`src/kcl_pkg.sv`:
```
package kcl_pkg;

  localparam int unsigned BUF_LEN   = 10;
  localparam int unsigned CODE_LEN  = 4;
  localparam int unsigned KEY_W     = 4;
  localparam int unsigned POS_W     = 4;

  localparam logic [KEY_W-1:0] KEY_ZERO = 4'd0;
  localparam logic [KEY_W-1:0] KEY_ONE  = 4'd1;
  localparam logic [KEY_W-1:0] KEY_STAR = 4'd10;
  localparam logic [KEY_W-1:0] KEY_HASH = 4'd11;

  // Position of the last key of a relay command and of a code change
  localparam logic [POS_W-1:0] POS_RELAY_END = 4'd6;
  localparam logic [POS_W-1:0] POS_CHG_END   = 4'd9;
  localparam logic [POS_W-1:0] POS_FIRST     = 4'd0;

  typedef enum logic [1:0] {
    SCAN_NONE  = 2'd0,
    SCAN_ERROR = 2'd1,
    SCAN_KEY   = 2'd2,
    SCAN_RSVD  = 2'd3
  } scan_t;

  typedef enum logic [2:0] {
    EV_NONE    = 3'd0,
    EV_OFF     = 3'd1,
    EV_ON      = 3'd2,
    EV_CHANGED = 3'd3,
    EV_INVALID = 3'd4
  } ev_t;

  typedef struct packed {
    logic [1:0]       scan_status;
    logic [KEY_W-1:0] key_code;
  } item_t;

  typedef struct packed {
    ev_t  event_res;
    logic relay_on;
  } res_t;

endpackage

```
`src/keypad_code_lock.sv`:
```
// Keypad code lock: each input transaction is one keypad scan (scan_status
// in in_tuser, key_code in in_tdata) and yields exactly one result
// transaction carrying an event code and the relay drive state after that
// scan. A key counts only on the first scan after a "no key" scan. Seven
// keys forming code*0# or code*1# switch the relay off or on; ten keys
// forming code*NNNN# load NNNN as the new four-key code (reset code 0000);
// a ten-key sequence that matches nothing is reported invalid and dropped.
// Throughput is one transaction per clock while the result side keeps up;
// a scan passes the input register, then the result register, with the
// whole command decode done by parallel compares between them. Output
// backpressure stalls the input side only once both registers are full.
module keypad_code_lock (
  input  logic       clk,
  input  logic       rst_n,
  input  logic       in_tvalid,
  output logic       in_tready,
  input  logic [7:0] in_tdata,   // [3:0] key_code, [7:4] zero
  input  logic [1:0] in_tuser,   // [1:0] scan_status
  output logic       out_tvalid,
  input  logic       out_tready,
  output logic [7:0] out_tdata   // [2:0] event_res, [3] relay_on, [7:4] zero
);
  import kcl_pkg::*;

  logic  in_vld_r;
  item_t in_item_r;
  logic  out_vld_r;
  res_t  out_res_r;
  logic  advance;
  res_t  eng_res;

  // Move the held scan into the result register when that slot is free or being taken
  assign advance   = in_vld_r && (!out_vld_r || out_tready);
  assign in_tready = !in_vld_r || advance;

  kcl_engine u_engine (
    .clk   (clk),
    .rst_n (rst_n),
    .fire  (advance),
    .item  (in_item_r),
    .res   (eng_res)
  );

  // Input register: hold a scan until the engine takes it
  always_ff @(posedge clk) begin
    if (!rst_n) begin
      in_vld_r <= 1'b0;
    end else if (in_tready) begin
      in_vld_r <= in_tvalid;
    end
  end

  always_ff @(posedge clk) begin
    if (in_tready && in_tvalid) begin
      in_item_r.scan_status <= in_tuser;
      in_item_r.key_code    <= in_tdata[3:0];
    end
  end

  // Result register: hold until the downstream side takes it
  always_ff @(posedge clk) begin
    if (!rst_n) begin
      out_vld_r <= 1'b0;
    end else if (advance) begin
      out_vld_r <= 1'b1;
    end else if (out_tready) begin
      out_vld_r <= 1'b0;
    end
  end

  always_ff @(posedge clk) begin
    if (advance) begin
      out_res_r <= eng_res;
    end
  end

  assign out_tvalid = out_vld_r;
  assign out_tdata  = {4'b0000, out_res_r.relay_on, out_res_r.event_res};

endmodule

```
`src/kcl_engine.sv`:
```
module kcl_engine (
  input  logic           clk,
  input  logic           rst_n,
  input  logic           fire,
  input  kcl_pkg::item_t item,
  output kcl_pkg::res_t  res
);
  import kcl_pkg::*;

  logic                 last_rel_r, last_rel_nxt;
  logic [POS_W-1:0]     key_pos_r, key_pos_nxt;
  logic [KEY_W-1:0]     code_r [CODE_LEN];
  logic [KEY_W-1:0]     code_nxt [CODE_LEN];
  logic                 relay_r, relay_nxt;
  logic [KEY_W-1:0]     buf_r [BUF_LEN];

  logic                 key_acc;
  logic [POS_W-1:0]     pos;
  logic                 prefix_ok;
  ev_t                  ev;

  assign key_acc = fire && (item.scan_status == SCAN_KEY) && last_rel_r;
  assign pos     = (key_pos_r >= POS_W'(BUF_LEN)) ? POS_FIRST : key_pos_r;

  // Stored entries only: the prefix is checked at the seventh or tenth key
  assign prefix_ok = (buf_r[0] == code_r[0]) && (buf_r[1] == code_r[1]) &&
                     (buf_r[2] == code_r[2]) && (buf_r[3] == code_r[3]) &&
                     (buf_r[4] == KEY_STAR);

  always_comb begin
    last_rel_nxt = fire ? (item.scan_status == SCAN_NONE) : last_rel_r;
    key_pos_nxt  = key_pos_r;
    relay_nxt    = relay_r;
    ev           = EV_NONE;
    for (int i = 0; i < CODE_LEN; i++) begin
      code_nxt[i] = code_r[i];
    end
    if (key_acc) begin
      if (pos == POS_RELAY_END && prefix_ok && buf_r[5] == KEY_ZERO &&
          item.key_code == KEY_HASH) begin
        relay_nxt   = 1'b0;
        ev          = EV_OFF;
        key_pos_nxt = POS_FIRST;
      end else if (pos == POS_RELAY_END && prefix_ok && buf_r[5] == KEY_ONE &&
                   item.key_code == KEY_HASH) begin
        relay_nxt   = 1'b1;
        ev          = EV_ON;
        key_pos_nxt = POS_FIRST;
      end else if (pos == POS_CHG_END && prefix_ok && item.key_code == KEY_HASH) begin
        code_nxt[0] = buf_r[5];
        code_nxt[1] = buf_r[6];
        code_nxt[2] = buf_r[7];
        code_nxt[3] = buf_r[8];
        ev          = EV_CHANGED;
        key_pos_nxt = POS_FIRST;
      end else if (pos == POS_CHG_END) begin
        ev          = EV_INVALID;
        key_pos_nxt = POS_FIRST;
      end else begin
        key_pos_nxt = pos + POS_W'(1);
      end
    end
  end

  assign res.event_res = ev;
  assign res.relay_on  = relay_nxt;

  always_ff @(posedge clk) begin
    if (!rst_n) begin
      last_rel_r <= 1'b1;
      key_pos_r  <= POS_FIRST;
      relay_r    <= 1'b0;
      for (int i = 0; i < CODE_LEN; i++) begin
        code_r[i] <= '0;
      end
    end else begin
      last_rel_r <= last_rel_nxt;
      key_pos_r  <= key_pos_nxt;
      relay_r    <= relay_nxt;
      for (int i = 0; i < CODE_LEN; i++) begin
        code_r[i] <= code_nxt[i];
      end
    end
  end

  // Key buffer has no reset; only entries written in this sequence are compared
  always_ff @(posedge clk) begin
    if (key_acc) begin
      buf_r[pos] <= item.key_code;
    end
  end

endmodule

```
`config.mk`:
```
export PLATFORM = sky130hd
export DESIGN_NAME = keypad_code_lock
export DESIGN_NICKNAME = d
export VERILOG_FILES = /design/src/kcl_pkg.sv /design/src/keypad_code_lock.sv /design/src/kcl_engine.sv
export SDC_FILE = /design/constraint.sdc
export NUM_CORES = 1
export LEC_CHECK = 0
export ABC_AREA = 0
export BUFFER_PORTS_ARGS = -buffer_cell sky130_fd_sc_hd__buf_2
export CORE_MARGIN = 5
export CORE_UTILIZATION = 53
export DETAILED_ROUTE_END_ITERATION = 8
export GPL_TIMING_DRIVEN = 0
export PLACE_DENSITY = 0.75
export SLEW_MARGIN = 30
export SYNTH_ARGS = -nofsm -noshare
export SYNTH_HDL_FRONTEND = slang
export SYNTH_HIERARCHICAL = 1
export SYNTH_SLANG_ARGS = --single-unit
```
`constraint.sdc`:
```
create_clock -name clk -period 2.2 [get_ports clk]
set_input_delay 0.11 -clock clk [delete_from_list [all_inputs] [get_ports clk]]
set_output_delay 0.11 -clock clk [all_outputs]
set_load 0.05 [all_outputs]
```
==> flow_summary.toml <==
[global_route]
overflow = 0
grt_use_met1 = 0.2204
grt_antenna_before_repair = 0
first_global_vias = 1961
grt_use_met3 = 0.03267
first_pass_grt_wire_length_um = 9473
grtUsageTotal = 0.1775
global_route.usage.met2 = 0.2850
top_usage_layer = "met2"
maximum_number_of_pins_on_one_net_before_global_route_repair = 12

[status]
outcome = "finished, final reports clean"

[critical_path]
worstPathMaxFanout = 10
crit_path_end_kind = "register"
timing.rr.start = "out_tvalid$_SDFFE_PN0P_"
worst-setup-path-type = "reg2reg"
cp-start-kind = "register"
cp-startpoint = "out_tvalid$_SDFFE_PN0P_"
worst-endpoint-required_ns = 2.17
ff2ff_path_depth = 5
arrival_ns = 2.06
crit-reg2reg-capture = "u_engine/buf_r[2][1]$_DFFE_PP_"
register_to_register_path_setup_slack_ns = 0.11

[floorplan]
ios = 24
design.die.area_um2 = 6891
floorplan.initialDensity = 0.5497
chipWidth_um = 83.01
die-height_um = 83.01
placement_rows = 26
design.core.area_um2 = 5140

[placement]
gp_congestion = 0.8455
buffer_ports.inserted = 15
dp.final_hpwl_um = 3670

[clock_tree]
clock_tree.root_cell = "clkbuf_8"
cts_tree = "done"
worst_skew_pair.late_latency_ns = 0.34
cts.reportedPaths.clkPinSlew_ns = 0.07
cts_inserted_buffers = 9
max-clock-path-buffers = 2
cts_htree_levels = 3
cts.sink_count = 70

[timing]
clock.fmax_mhz = 478.2
layout_min_cycle_time_ns = 2.091
worst_slew_pin_slew_ns = 0.9036
final.setup_skew_ns = 0.01005
final-max-slew-violation-count = 0
final_min_period_over_clock_period = 0.9505
relSlewSlack = 0.3920
totalNegativeSetupSlack_ns = 0
setup_viol = 0
count_of_final_hold_check_violations = 0
hold_ws_ns = 0.02110

[final_layout]
syn2layout_area_growth_pct = 22.85
drive_gt1_frac = 0.2581
antennaDiodeCount = 0
fin_util = 0.6753
final_net_count = 288

[synth]
synth-compound-area-share = 0.1027
yosys.cell_types.count = 35
synth_cells = 227
synthSimpleGateAreaFrac = 0.1439
synth_top_area_frac = 0.4889
synth_xor_xnor_area_share = 0.04960
post-synth-top-count-cell = "edfxtp_1"
synth-async-reset-ratio = 0
synth_top_cells_by_area = "edfxtp_1 (49%), dfxtp_1 (17%), xor2_1 (5.0%), a21oi_1 (3.9%), nand3_1 (3.4%)"
combinational_family_with_the_most_area_after_synthesis = "simple AND/OR/NAND/NOR gates"
yosysWarnings = 6
netlist.top_cell.by_area = "edfxtp_1"
ys_top_cells_by_count = "edfxtp_1 (46), dfxtp_1 (24), a21oi_1 (22)"
synth_fa_ha_area_frac = 0
synthesis.area_per_instance_um2 = 12.45
seq_area_frac_synth = 0.6590
synth.ff_latch_count = 70
most_instantiated_flip_flop_cell_in_the_synthesis_netlist = "edfxtp_1"
syn-cell-area_um2 = 2825
yosys-mux-area-fraction = 0
number_of_enable_type_register_cells_in_the_synthesized_netlist = 46

[hold_path]
worstHoldPathType = "in2reg"
worstHoldStart = "rst_n"
worstHoldEndpoint = "u_engine/last_rel_r$_SDFFE_PN1P_"
timing.hold.worst_path_depth = 2

[power_and_ir_drop]
power_density_nw_per_um2 = 776.7
ir_drop_v = 0.0005338
leakage_uw = 0.001247

[drt]
drtAntennaViolNets = 0
finalWirelength_um = 5918
drtIter0Drc = 170
routedWlPerCell_um = 16.96
via_count_of_the_routed_design = 1943
detail_route.first_pass.iterations = 4
viasPerCell = 5.567
drc = 0

[flow_run]
maxCapViolCount = 0
## power by group
part           switching, uW  internal [uW]  leakage, uW
registers               14.3           1420     0.000616
logic                   74.4           47.0     0.000517
clock network            449            695     0.000114
total                    538           2160      0.00125
## logic make-up after synthesis
kind of cell    after synthesis
flops                        70
compound gates               51
buf+inv                      23
other cells                   1
xor+xnor                     16
simple gates                 66
## cell type report
cell class,count,area [um2]
fillers,398,1669
flip-flops and latches,70,1864
plain buffers,19,117.6
clock buffers,12,155.1
clock inverters,4,68.82
well taps,70,87.58
inverters,4,15.01
repair buffers,33,225.2
multi-input cells,137,937.1
## stage by stage
step                      std cells  total power [uW]  setup WS [ns]  area [um2]
after floorplan                 230              1525         0.1265        2853
after CTS                       339              2702       -0.01252        3334
after detailed placement        315              1556        -0.2667        3015
after global routing            349              2791       -0.02767        3471
after global placement          315              1552        -0.1932        3015
final                           349              2696         0.1089        3471
## layer usage
layer  share of wire  wire, um  vias up
met5               0         0        -
met4           0.024       142        0
met3           0.054       317       14
met2            0.51      3000       57
met1            0.42      2458      942
li1                -         -      930
## layout by cell type, fill, tap and decap left out, types with 2 or more instances in the layout
cell	instances
nor3_1	8
nand3_1	18
clkbuf_8	11
xor2_1	16
dlygate4sd3_1	6
nand4bb_1	2
dfxtp_2	2
nor4_4	2
o21ai_0	19
nor2_1	6
o21a_1	3
buf_2	22
a21oi_1	22
clkbuf_1	5
a32o_1	3
dfxtp_1	22
nor4_2	5
nor2b_4	2
buf_4	18
and3_1	3
nand2b_1	2
edfxtp_1	46
inv_1	4
nand2_1	6
conb_1	4
bufinv_16	2
buf_6	2
nand4b_1	2
## flip-flops by register name (all words and copies together), names as in the netlist, 4 cells and up
name                flops
out_tdata               4
u_engine/key_pos_r      4
in_item_r               6
u_engine/code_r        16
u_engine/buf_r         36
## timing repair
| item | CTS | global route |
|---|---|---|
| endpoints found under the setup margin | 35 | 42 |
| pin swaps | 1 | 5 |
| hold buffers | 6 | 0 |
| gates cloned | 0 | 0 |
| gates resized for setup | 4 | 14 |
| setup buffers | 2 | 10 |
| hold endpoints to repair | 6 | 0 |
## critical path, stage by stage, from the launching register on
cell,delay (ns)
dfxtp_2,0.34
nor2b_4,0.14
nor2b_4,0.13
nand4b_1,0.22
clkbuf_1,0.30
nor4_2,0.61
## worst max-delay path by stage
stage	endpoint	slack [ns]	cells past startpoint
2_1_floorplan	u_engine/code_r[0][2]$_SDFFE_PN0P_	0.13	9
3_3_place_gp	u_engine/code_r[1][1]$_SDFFE_PN0P_	-0.19	7
3_5_place_dp	u_engine/code_r[1][1]$_SDFFE_PN0P_	-0.27	7
4_1_cts	u_engine/buf_r[4][0]$_DFFE_PP_	-0.01	4
5_1_grt	out_tdata[3]$_DFFE_PP_	-0.03	7
6_report	u_engine/buf_r[2][1]$_DFFE_PP_	0.11	5
No activity file was read; power rests on OpenSTA's default activity.
